==> config.mk <==
export PLATFORM = sky130hd
export DESIGN_NAME = drpi_ctrl
export DESIGN_NICKNAME = d
export VERILOG_FILES = /design/src/sv/dead_reckoning_pose_integrator_core_macros.svh /design/src/sv/drpi_pkg.sv /design/src/sv/drpi_ctrl.sv
export SDC_FILE = /design/constraint.sdc
export NUM_CORES = 1
export LEC_CHECK = 0
export BUFFER_PORTS_ARGS = -buffer_cell sky130_fd_sc_hd__buf_2
export CAP_MARGIN = 5
export CORE_AREA = 2 2 39 41
export CTS_BUF_LIST = sky130_fd_sc_hd__clkbuf_8
export CTS_CLUSTER_DIAMETER = 40
export DETAILED_ROUTE_END_ITERATION = 10
export DIE_AREA = 0 0 41 43
export GPL_ROUTABILITY_DRIVEN = 0
export PLACE_DENSITY = 0.7
export SKIP_CTS_REPAIR_TIMING = 1
export SYNTH_ARGS = -nofsm -noshare
export SYNTH_HDL_FRONTEND = slang
export SYNTH_SLANG_ARGS = --single-unit
==> constraint.sdc <==
create_clock -name clock -period 1.59 [get_ports clock]
set_clock_uncertainty 0.1 [all_clocks]
set_input_delay 0 -clock clock [delete_from_list [all_inputs] [get_ports clock]]
set_output_delay 0 -clock clock [all_outputs]
set_load 0.03 [all_outputs]
==> src/sv/dead_reckoning_pose_integrator_core_macros.svh <==
// Assertion helpers shared by the pose integrator.
`ifndef DEAD_RECKONING_POSE_INTEGRATOR_CORE_MACROS_SVH
`define DEAD_RECKONING_POSE_INTEGRATOR_CORE_MACROS_SVH

// Same-cycle implication, disabled while reset is high.
`define DRPI_ASSERT_NOW(label, clk, rst, ante, cons, msg) \
   label: assert property (@(posedge clk) disable iff (rst) (ante) |-> (cons)) \
      else $error(msg);

// Next-cycle implication, disabled while reset is high.
`define DRPI_ASSERT_NEXT(label, clk, rst, ante, cons, msg) \
   label: assert property (@(posedge clk) disable iff (rst) (ante) |=> (cons)) \
      else $error(msg);

`endif

==> src/sv/drpi_pkg.sv <==
package drpi_pkg;

   localparam int ITER_W = 5;

   localparam logic signed [8:0] KEY_LEFT    = 9'sd81;
   localparam logic signed [8:0] KEY_FORWARD = 9'sd82;
   localparam logic signed [8:0] KEY_RIGHT   = 9'sd83;
   localparam logic signed [8:0] KEY_BACK    = 9'sd84;
   localparam logic signed [8:0] KEY_STOP    = -9'sd1;

   localparam logic [2:0] REG_FORWARD_SPEED = 3'd0;
   localparam logic [2:0] REG_TURN_RATE     = 3'd1;
   localparam logic [2:0] REG_START_X       = 3'd2;
   localparam logic [2:0] REG_START_Y       = 3'd3;
   localparam logic [2:0] REG_START_HEADING = 3'd4;

   localparam logic signed [18:0] PI_Q13      = 19'sd25736;
   localparam logic signed [18:0] TWO_PI_Q13  = 19'sd51472;
   localparam logic signed [18:0] HALF_PI_Q14 = 19'sd25736;
   localparam logic signed [18:0] PI_Q14      = 19'sd51472;
   localparam logic signed [32:0] GAIN_Q30    = 33'sd652032874;

   // floor(v/5) for v below 2^18, floor(t/9) for t below 2^27
   localparam logic [16:0] RECIP5 = 17'd52429;
   localparam logic [23:0] RECIP9 = 24'd14913081;
   localparam logic [47:0] HALF_DEN = 48'd75497472;

   typedef enum logic [3:0] {
      ST_IDLE, ST_DECODE, ST_STEP, ST_HEAD, ST_ROT, ST_MUL, ST_DIV, ST_ACC, ST_DONE
   } state_type;

   typedef struct packed {
      logic              capture;
      logic              decode;
      logic              step;
      logic              head;
      logic              rot;
      logic [ITER_W-1:0] iter;
      logic              mul;
      logic              div;
      logic              acc;
      logic              publish;
   } drpi_cmd_type;

   typedef struct packed {
      logic load;
      logic out_busy;
   } drpi_sts_type;

   function automatic logic [31:0] atan_q30(input logic [ITER_W-1:0] i);
      logic [31:0] r;
      unique case (i)
         5'd0:  r = 32'd843314857;
         5'd1:  r = 32'd497837829;
         5'd2:  r = 32'd263043837;
         5'd3:  r = 32'd133525159;
         5'd4:  r = 32'd67021687;
         5'd5:  r = 32'd33543516;
         5'd6:  r = 32'd16775851;
         5'd7:  r = 32'd8388437;
         5'd8:  r = 32'd4194283;
         5'd9:  r = 32'd2097149;
         5'd10: r = 32'd1048576;
         5'd11: r = 32'd524288;
         5'd12: r = 32'd262144;
         5'd13: r = 32'd131072;
         5'd14: r = 32'd65536;
         5'd15: r = 32'd32768;
         5'd16: r = 32'd16384;
         5'd17: r = 32'd8192;
         5'd18: r = 32'd4096;
         5'd19: r = 32'd2048;
         5'd20: r = 32'd1024;
         5'd21: r = 32'd512;
         5'd22: r = 32'd256;
         5'd23: r = 32'd128;
         default: r = 32'd0;
      endcase
      return r;
   endfunction

endpackage

==> src/sv/drpi_ctrl.sv <==
module drpi_ctrl #(
   parameter int CORDIC_STEPS = 16
) (
   input  logic                       clock,
   input  logic                       reset,
   input  logic                       req_valid,
   output logic                       req_ready,
   input  drpi_pkg::drpi_sts_type     sts,
   output drpi_pkg::drpi_cmd_type     cmd
);
   import drpi_pkg::*;

   localparam int IW = $clog2(CORDIC_STEPS);

   state_type       state_ff, state_in;
   logic [IW-1:0]   iter_ff, iter_in;

   always_ff @(posedge clock) begin
      if (reset) begin
         state_ff <= ST_IDLE;
         iter_ff  <= '0;
      end else begin
         state_ff <= state_in;
         iter_ff  <= iter_in;
      end
   end

   always_comb begin
      state_in  = state_ff;
      iter_in   = iter_ff;
      cmd       = '0;
      cmd.iter  = ITER_W'(iter_ff);
      req_ready = 1'b0;
      unique case (state_ff)
         ST_IDLE: begin
            req_ready   = 1'b1;
            cmd.capture = req_valid;
            if (req_valid) state_in = ST_DECODE;
         end
         ST_DECODE: begin
            cmd.decode = 1'b1;
            state_in   = sts.load ? ST_DONE : ST_STEP;
         end
         ST_STEP: begin
            cmd.step = 1'b1;
            state_in = ST_HEAD;
         end
         ST_HEAD: begin
            cmd.head = 1'b1;
            iter_in  = '0;
            state_in = ST_ROT;
         end
         ST_ROT: begin
            cmd.rot = 1'b1;
            iter_in = iter_ff + 1'b1;
            if (iter_ff == IW'(CORDIC_STEPS - 1)) state_in = ST_MUL;
         end
         ST_MUL: begin
            cmd.mul  = 1'b1;
            state_in = ST_DIV;
         end
         ST_DIV: begin
            cmd.div  = 1'b1;
            state_in = ST_ACC;
         end
         ST_ACC: begin
            cmd.acc  = 1'b1;
            state_in = ST_DONE;
         end
         ST_DONE: begin
            // hold until the output register is free
            if (!sts.out_busy) begin
               cmd.publish = 1'b1;
               state_in    = ST_IDLE;
            end
         end
         default: state_in = ST_IDLE;
      endcase
   end

endmodule

==> run metrics, run 1 <==
outcome finished clean; Routed Antenna Nets 0; detailed-router iteration count before antenna repair 4; Leakage 0.342 nW; post-route cell area 721 um2; vias in the first global route 487; CP delay by family, top simple AND/OR/NAND/NOR gates; Avg WL per Cell ~12 um; cell count after placement 98; share of layout cells above drive strength 1 43.7%; I/O Pins 20; final period utilization 97.1%; clk buf depth 2; mux cell area share after synthesis 0%; non-filler cells, final 103; Worst setup SP type flop; CTS tree done; antenna cell count 0; maximum vdd drop about 0.00046 V; simple-gate share of the synthesized area 37.5%; syn nets 68; Syn. warnings 0; Post-Synth Adder-Cell Area 2.52%; worst-path cell chain or4b_4, inv_4, clkbuf_4; global-route wire length before repair between 1500 and 2000 um; Filler cells 131; most area-consuming cells after synthesis dfxtp_1 32%, nand2b_1 5.0%, buf_6 4.5%, a21oi_1 4.0%, nand3_1 4.0%; vias 531; Min-Delay Path Class in -> reg; clk_lat worst skew 230 ps; # rows 14; Synth cell types 32; Hold Vio Cnt, Final 0; Yosys top cell by area dfxtp_1; 1st-iter DRT viols 12; setup TNS 0 ps; Sink Count 8; vias per cell approximately 5.2; max cap viols 0; CTS Root Cell clkbuf_8; required time of the critical path 1490 ps; post-synthesis sequential area ratio 32.2%; Post-Syn Area 497 um2; core area approximately 1400 um2; critical path endpoint category primary output; WHS ~68 ps; Yosys reg bits 8; Worst path max stage delay 590 ps; slowest library cell on the worst path or4b_4; IO Port Bufs 18; htree depth 1; crit path DAT around 1400 ps; worst reg-to-reg setup slack 50 ps; Tmin final 1540 ps; clk slew on worst S/H paths 40 ps; die area 1760 um2; Area Growth Syn to Fin 45.1%; fin. max-slew vios 0; Pwr per Cell Area just over 900 nW/um2; final WL 1230 um; syn_area_per_cell 8.01 um2; Die Y 43 um; Num CTS Buffers 3; post-synthesis compound-gate area fraction 13.9%; Crit Path Category reg -> out; antenna violations before repair 0; Die X between 40 and 50 um; Synth top area share between 30% and 40%; final setup violation count 0; gr usage total 17.1%; fmax 647 MHz; initial cell density of the core 35.9%; Nets 95; largest net degree at the start of global routing 9; Post-DP HPWL 904 um; GRT overflow 0; Max Fanout on Critical Path 6; Placed Area 649 um2; DRC 0; unrepaired setup endpoints after global routing no; Syn Inst Count 62; largest family of logic cells by synthesized area simple AND/OR/NAND/NOR gates; CP bufs+invs 2; Final Power 0.000655 W; XOR/XNOR share of the synthesized area ~1.8%
==> logic make-up after synthesis <==
logic type | Yosys count
AND/OR/NAND/NOR | 31
AO/OA/AOI/OAI | 10
buffers and inverters | 10
flip-flops | 8
XOR/XNOR | 1
adder cells (fa/ha/maj) | 1
other | 1
==> where the power goes <==
part           internal [W]  switching [W]
Sequential         0.000213      0.0000134
Clock              0.000164      0.0000802
Combinational     0.0000823       0.000102
==> sequential cells by signal, summed over array words and instances, names as in the netlist <==
signal    count
iter_ff       4
state_ff      4
==> layer usage <==
| metal | vias to the layer above | global-route usage [%] | part of all wire [%] | routed length [um] |
|---|---|---|---|---|
| met5 | - | 0 | 0 | 0 |
| met4 | 0 | 6.00 | 0 | 0 |
| met3 | 0 | 7.85 | 5.5 | 67 |
| met2 | 15 | 26.3 | 54 | 657 |
| met1 | 250 | 20.1 | 41 | 503 |
| li1 | 266 | - | - | - |
==> final timing paths <==
path,from,cells past startpoint,to
worst min register to register,state_ff[0],1,state_ff[0]
worst max-delay path,state_ff[0],3,cmd[9]
worst max register to register,state_ff[0],3,iter_ff[3]
worst min-delay path,sts[1],4,state_ff[1]
==> final cells by class <==
class                   count  area [um2]  area share, %
multi-input cells          44         305           42.4
repair buffers             28         173           24.0
clock buffers               3        41.3           5.73
flip-flops and latches      8         164           22.7
well taps                  16        20.0           2.78
inverters                   4        17.5           2.43
==> synthesized netlist by cell type <==
| cell type | instances |
|---|---|
| buf_1 | 1 |
| a21oi_1 | 4 |
| a211o_1 | 1 |
| a311oi_1 | 1 |
| nand2b_1 | 4 |
| inv_1 | 3 |
| nor4bb_1 | 1 |
| nor3_1 | 4 |
| inv_2 | 1 |
| nand4b_1 | 1 |
| or3_1 | 1 |
| buf_6 | 2 |
| a211oi_1 | 1 |
| buf_4 | 1 |
| o21a_1 | 1 |
| and2_1 | 1 |
| nor4_1 | 2 |
| xor2_1 | 1 |
| nor2b_1 | 1 |
| or2b_1 | 1 |
| dfxtp_1 | 8 |
| or3b_2 | 1 |
| o211ai_1 | 1 |
| ha_1 | 1 |
| or4b_4 | 1 |
| conb_1 | 1 |
| clkbuf_1 | 2 |
| a22o_1 | 1 |
| or4bb_1 | 1 |
| nand3_1 | 4 |
| nor2_1 | 4 |
| nand2_1 | 4 |
==> stage by stage <==
step                      worst slack (ps)  utilization (%)
after CTS                             2.71             49.9
after global routing                  8.66             52.1
after global placement                79.9             46.9
final                                 45.3             52.1
after floorplan                      -60.8                -
after detailed placement              34.0             46.9
==> worst reg2reg max path, delay by kind of cell (launching register included) <==
family             cells  cell delay, ps
AOI/OAI and AO/OA      1             120
and+or+nand+nor        2             910
DFF                    1             330
==> cells in the final DEF (no fill, tap or decap), types with 2 or more instances in the layout <==
cell type      instances
clkbuf_8               3
inv_1                  3
buf_2                 17
a21oi_1                4
nand2_1                4
buf_4                  8
dfxtp_2                3
nor3_1                 4
nand3_1                4
dfxtp_1                5
nand2b_1               4
nor2_1                 4
dlygate4sd3_1          2
No activity file was read; power rests on OpenSTA's default activity.
==> run 2: changes to the inputs <==
--- a/config.mk
+++ b/config.mk
@@ -5,6 +5,7 @@
 export SDC_FILE = /design/constraint.sdc
 export NUM_CORES = 1
 export LEC_CHECK = 0
+export ABC_AREA = 1
 export BUFFER_PORTS_ARGS = -buffer_cell sky130_fd_sc_hd__buf_2
 export CAP_MARGIN = 5
 export CORE_AREA = 2 2 39 41
@@ -13,7 +14,7 @@
 export DETAILED_ROUTE_END_ITERATION = 10
 export DIE_AREA = 0 0 41 43
 export GPL_ROUTABILITY_DRIVEN = 0
-export PLACE_DENSITY = 0.7
+export PLACE_DENSITY = 0.67
 export SKIP_CTS_REPAIR_TIMING = 1
 export SYNTH_ARGS = -nofsm -noshare
 export SYNTH_HDL_FRONTEND = slang
==> constraint.sdc (replaced) <==
create_clock -name clock -period 1.5 [get_ports clock]
set_clock_uncertainty 0.1 [all_clocks]
set_input_delay 0 -clock clock [delete_from_list [all_inputs] [get_ports clock]]
set_output_delay 0 -clock clock [all_outputs]
set_load 0.03 [all_outputs]
==> run 2 against run 1 <==
Net effect: non-clock buffer count down 9; power up 5.5%; combinational power about the same; core utilization down 4.2 points; die area unchanged; register-to-register slack better by 250 ps; sequential cell count unchanged; clock-buffer cell count unchanged; worst setup slack better by 96 ps; cell area down 8.0%; via count down 3.0%; critical path depth up 1; critical path type unchanged; highest routed layer unchanged.
==> run metrics, run 2 <==
Die X 41 um (unchanged); unrepaired setup endpoints after global routing no (unchanged); detailed-router iteration count before antenna repair 4 (unchanged); htree depth 1 (unchanged); DRC 0 (unchanged); antenna violations before repair 0 (unchanged); Syn Inst Count 74 (was 62); Yosys reg bits 8 (unchanged); mux cell area share after synthesis 0% (unchanged); Area Growth Syn to Fin 34.2% (was 45.1%); simple-gate share of the synthesized area 43.8% (was 37.5%); crit path DAT 1260 ps (was 1440 ps); post-synthesis sequential area ratio 32.4% (was 32.2%); CTS Root Cell clkbuf_8 (unchanged); Final Power 0.000691 W (was 0.000655 W); global-route wire length before repair 1710 um (was 1990 um); commonest non-fill, non-tap cells in the layout 18 x buf_2, 13 x nand2_1, 12 x inv_1 (was 17 x buf_2, 8 x buf_4, 5 x dfxtp_1); Die Y 43 um (unchanged); slowest library cell on the worst path dfxtp_1 (was or4b_4); Worst setup SP type flop (unchanged); final period utilization 90.6%; initial cell density of the core 35.7% (was 35.9%); # rows 14 (unchanged); vias in the first global route 418 (was 487); Syn. warnings 0 (unchanged); Largest regs iter_ff (4), state_ff (4) (unchanged); syn_area_per_cell 6.68 um2 (was 8.01 um2); top cells by count, synth 13 x nand2_1, 12 x inv_1, 9 x nand3_1; outcome finished clean (unchanged); required time of the critical path 1400 ps (was 1490 ps); vias per cell 4.64 (was 5.16); vias 515 (was 531); Sink Count 8 (unchanged); worst r2r dst iter_ff[0] (was iter_ff[3]); Max Fanout on Critical Path 5 (was 6); WHS 0.738 ps (was 67.8 ps); non-filler cells, final 111 (was 103); count leader, synth nand2_1 (was dfxtp_1); Post-Synth Adder-Cell Area 2.53% (was 2.52%); dominant synthesized flop cell dfxtp_1 (unchanged); Num CTS Buffers 3 (unchanged); maximum vdd drop 0.000513 V (was 0.000458 V); RR Startpoint state_ff[0] (unchanged); clk buf depth 2 (unchanged); Yosys top cell by area dfxtp_1 (unchanged); leading cell type in the layout, fill and taps excluded buf_2 (unchanged); Tmin final 1360 ps; syn nets 80 (was 68); largest family of logic cells by synthesized area simple AND/OR/NAND/NOR gates (unchanged); Pwr per Cell Area 1040 nW/um2 (was 909 nW/um2); worst-path cell chain inv_1, nand2_1, nor3_1, buf_2 (was or4b_4, inv_4, clkbuf_4); max cap viols 0 (unchanged); XOR/XNOR share of the synthesized area 0% (was 1.76%); most area-consuming cells after synthesis dfxtp_1 32%, nand2_1 9.9%, nand3_1 9.1%, inv_1 9.1%, nor2_4 6.8% (was dfxtp_1 32%, nand2b_1 5.0%, buf_6 4.5%, a21oi_1 4.0%, nand3_1 4.0%); largest net degree at the start of global routing 8 (was 9); CTS tree done (unchanged); Worst path max stage delay 340 ps (was 590 ps); clk_lat worst skew 230 ps (about the same); die area 1760 um2 (unchanged); post-synthesis compound-gate area fraction 9.11% (was 13.9%); Leakage 0.361 nW (was 0.342 nW); final WL 1170 um (was 1230 um); setup TNS 0 ps (unchanged); Post-synth EDFFs 0 (unchanged); Min-Delay Path Class in -> reg (unchanged); Synth top area share 32.4% (was 32.2%); I/O Pins 20 (unchanged); Avg WL per Cell 10.5 um (was 11.9 um); fmax 736 MHz; 1st-iter DRT viols 13 (was 12); worst reg-to-reg path cell count 5 (was 3); core area 1380 um2 (unchanged); share of layout cells above drive strength 1 33.7% (was 43.7%); GRT overflow 0 (unchanged); Hold Vio Cnt, Final 0 (unchanged); Crit Path Category reg -> out (unchanged); antenna cell count 0 (unchanged); clk slew on worst S/H paths 40 ps (about the same); Nets 103 (was 95); Post-Syn Area 494 um2 (was 497 um2); CP Capture Point cmd[13] (was cmd[9]); worst reg-to-reg setup slack 300 ps (was 50 ps); final setup violation count 0 (unchanged); IO Port Bufs 18 (unchanged); critical path endpoint category primary output (unchanged); gr usage total 14.2% (was 17.1%); share of synthesized flip-flops with an asynchronous set or reset 0% (unchanged); critical path launch point state_ff[1] (was state_ff[0]); Routed Antenna Nets 0 (unchanged); Post-DP HPWL 899 um (was 904 um); fin. max-slew vios 0 (unchanged); Synth cell types 20 (was 32); cell count after placement 107 (was 98)
-- run 2: worst min path at each step --
stage	start	to	slack (ps)	cells past startpoint
3_3_place_gp	reset	state_ff[2]	130	2
4_1_cts	reset	state_ff[2]	-100	2
2_1_floorplan	reset	iter_ff[1]	-30	1
5_1_grt	sts[1]	state_ff[1]	20	4
3_5_place_dp	reset	state_ff[2]	140	2
6_report	sts[1]	state_ff[1]	0.7	4
-- run 2: layout make-up --
cell class | count | area [um2]
Fill cell | 149 | 721
Inverter | 13 | 48.8
Sequential cell | 8 | 161
Timing Repair Buffer | 19 | 100
Multi-Input combinational cell | 52 | 292
Tap cell | 16 | 20.0
Clock buffer | 3 | 41.3
-- run 2: cell families (layout without fill, tap and decap cells) --
logic type      count (synthesis)  in the layout
simple gates                   42             42
flops                           8              8
buf+inv                        14             35
compound gates                  8              8
other cells                     1              1
fa+ha+maj                       1              1
-- run 2: routing by layer --
| layer | up-vias | part of all wire, % | track usage [%] |
|---|---|---|---|
| met1 | 227 | 50 | 17.9 |
| li1 | 279 | - | - |
| met5 | - | 0 | 0 |
| met4 | 0 | 0 | 6.00 |
| met3 | 0 | 3.1 | 4.71 |
| met2 | 9 | 47 | 21.3 |
-- run 2: worst max-delay path: cells and delay by family (launching register included) --
family        cells  cell delay, ps
flops             1             340
simple gates      2             350
buf+inv           2             350
-- run 2: metrics by stage --
| stage | util [%] | setup WS, ps | instance area (um2) |
|---|---|---|---|
| floorplan | - | 54.8 | 500 |
| global placement | 43.6 | 248 | 603 |
| detailed placement | 43.6 | 254 | 603 |
| CTS | 46.6 | 17.3 | 644 |
| global route | 47.9 | 32.3 | 663 |
| finish | 47.9 | 141 | 663 |
-- run 2: power breakdown --
group          switching (W)  internal [W]
logic               0.000132     0.0000549
clock network      0.0000827      0.000174
registers          0.0000219      0.000226
total               0.000237      0.000454
==> run 3: changes to the inputs <==
--- a/config.mk
+++ b/config.mk
@@ -5,7 +5,6 @@
 export SDC_FILE = /design/constraint.sdc
 export NUM_CORES = 1
 export LEC_CHECK = 0
-export ABC_AREA = 1
 export BUFFER_PORTS_ARGS = -buffer_cell sky130_fd_sc_hd__buf_2
 export CAP_MARGIN = 5
 export CORE_AREA = 2 2 39 41
==> run 3 against run 2 <==
Net effect: the flow now finishes with violations (hold timing, setup timing); clock power hardly changed; non-clock buffer count is 11 higher; via count is 8.0% higher; first-iteration DRC count is 92% lower; global-route usage is 3.1 points higher; largest cell class unchanged; highest routed layer is now met4.
==> run metrics, run 3 (synthesized netlist as in run 1, its figures left out) <==
Avg WL per Cell 12.8 um (was 10.5 um); Crit Path Category reg -> out (unchanged); final WL 1340 um (was 1170 um); CTS tree done (unchanged); antenna violations before repair 0 (unchanged); hold depth 3 (was 4); Tmin final 1520 ps (was 1360 ps); DRC 0 (unchanged); outcome complete, but fails checks (was finished clean); RR Startpoint state_ff[0] (unchanged); worst setup margin -21.9 ps (was 141 ps); Hold Vio Cnt, Final 1 (was 0); Sink Count 8 (unchanged); GRT overflow 0 (unchanged); leading cell type in the layout, fill and taps excluded buf_4 (was buf_2); worst reg-to-reg path cell count 4 (was 5); CP bufs+invs 3 (was 2); Min-Delay Path Class in -> reg (unchanged); Routed Antenna Nets 0 (unchanged); final period utilization 101% (was 90.6%); post-route cell area 811 um2 (was 663 um2); # rows 14 (unchanged); clk slew on worst S/H paths 40 ps (about the same); I/O Pins 20 (unchanged); setup TNS -30.8 ps (was 0 ps); Placement Setup Slack 1.53 ps (was 254 ps); die area 1760 um2 (unchanged); Area Growth Syn to Fin 63.2% (was 34.2%); Die Y 43 um (unchanged); failing checks hold timing, setup timing; worst r2r dst iter_ff[2] (was iter_ff[0]); unrepaired setup endpoints after global routing yes (was no); Die X 41 um (unchanged); maximum vdd drop 0.000494 V (was 0.000513 V); WHS -10.6 ps (was 0.738 ps); Placed Area 646 um2 (was 603 um2); vias in the first global route 477 (was 418); commonest non-fill, non-tap cells in the layout 13 x buf_4, 10 x buf_2, 5 x buf_6 (was 18 x buf_2, 13 x nand2_1, 12 x inv_1); Num CTS Buffers 3 (unchanged); Worst path max stage delay 570 ps (was 340 ps); Max Fanout on Critical Path 5 (unchanged); CTS Root Cell clkbuf_8 (unchanged); vias 556 (was 515); WHS Endpoint state_ff[3] (was state_ff[1]); vias per cell 5.30 (was 4.64); IO Port Bufs 18 (unchanged); initial cell density of the core 35.9% (was 35.7%); clk_lat worst skew 230 ps (about the same); global-route wire length before repair 2010 um (was 1710 um); largest net degree at the start of global routing 11 (was 8); worst reg-to-reg setup slack -10 ps (was 300 ps); antenna cell count 0 (unchanged); required time of the critical path 1400 ps (about the same); share of layout cells above drive strength 1 55.1% (was 33.7%); Post-DP HPWL 858 um (was 899 um); crit path DAT 1420 ps (was 1260 ps); Leakage 0.362 nW (was 0.361 nW); fin. max-slew vios 0 (unchanged); worst-path cell chain buf_6, or4bb_4, inv_2, buf_6 (was inv_1, nand2_1, nor3_1, buf_2); htree depth 1 (unchanged); CP delay by family, top simple AND/OR/NAND/NOR gates (was buffers and inverters); gr usage total 17.3% (was 14.2%); clk buf depth 2 (unchanged); final setup violation count 2 (was 0); core area 1380 um2 (unchanged); max cap viols 0 (unchanged); hold wc startpoint sts[0] (was sts[1]); Worst setup SP type flop (unchanged); Nets 97 (was 103); Pwr per Cell Area 895 nW/um2 (was 1040 nW/um2); critical path endpoint category primary output (unchanged); Largest regs iter_ff (4), state_ff (4) (unchanged); slowest library cell on the worst path or4bb_4 (was dfxtp_1); fmax 657 MHz (was 736 MHz); 1st-iter DRT viols 1 (was 13); CP dominant cell by count buf_6; detailed-router iteration count before antenna repair 2 (was 4)
[run 3: cell count changes in the layout (fill, tap and decap cells not counted), moves of 2 or more]
cell      previous run  this run
dfxtp_1              7         4
nand4_1              3         0
buf_2               18        10
inv_1               12         2
dfxtp_2              1         3
nand3_1              9         4
nand2_1             13         4
o21ai_0              2         0
nand2b_1             0         3
buf_4                0        13
nor2_1               7         3
buf_6                0         5
nor2_4               4         0
nor3_1               2         4
[run 3: layout make-up]
class                      count  area, um2
tap                           16       20.0
multi-input combinational     44        333
fill                         135        573
inverter                       4       20.0
sequential                     8        168
timing repair buffer          30        229
clock buffer                   3       41.3
[run 3: worst min-delay path, cell delays in order]
cell and delay, ps:
buf_2 110, nand4b_1 90, a211oi_2 70
[run 3: metrics by stage]
step | cells | utilization, % | hold slack, ps | power (W)
final | 105 | 58.6 | -10.6 | 0.000725
after floorplan | 62 | - | -28.4 | 0.000381
after global routing | 105 | 58.6 | 4.21 | 0.000769
after detailed placement | 97 | 46.7 | 186 | 0.000431
after global placement | 97 | 46.7 | 187 | 0.000430
after CTS | 100 | 49.6 | -51.9 | 0.000688
[run 3: routing by layer]
| metal | GRT usage, % | part of all wire [%] | wire length, um |
|---|---|---|---|
| met4 | 12.0 | 2.8 | 38 |
| met1 | 18.5 | 37 | 498 |
| met2 | 26.6 | 53 | 710 |
| met3 | 6.28 | 6.9 | 92 |
| met5 | 0 | 0 | 0 |
[run 3: power breakdown]
part,internal (W),total (W),switching [W]
registers,0.000225,0.000234,0.00000864
logic,0.000109,0.000233,0.000125
clock network,0.000174,0.000258,0.0000843
[run 3: worst max-delay path by stage]
stage / startpoint / end / slack [ps] / cells after the start
final: state_ff[3] / cmd[10] / -20 / 4
after floorplan: state_ff[0] / iter_ff[2] / -130 / 6
after global placement: state_ff[3] / iter_ff[3] / 20 / 3
after CTS: state_ff[0] / cmd[10] / -130 / 4
after global routing: state_ff[3] / cmd[13] / -80 / 5
after detailed placement: state_ff[2] / iter_ff[3] / 2 / 3
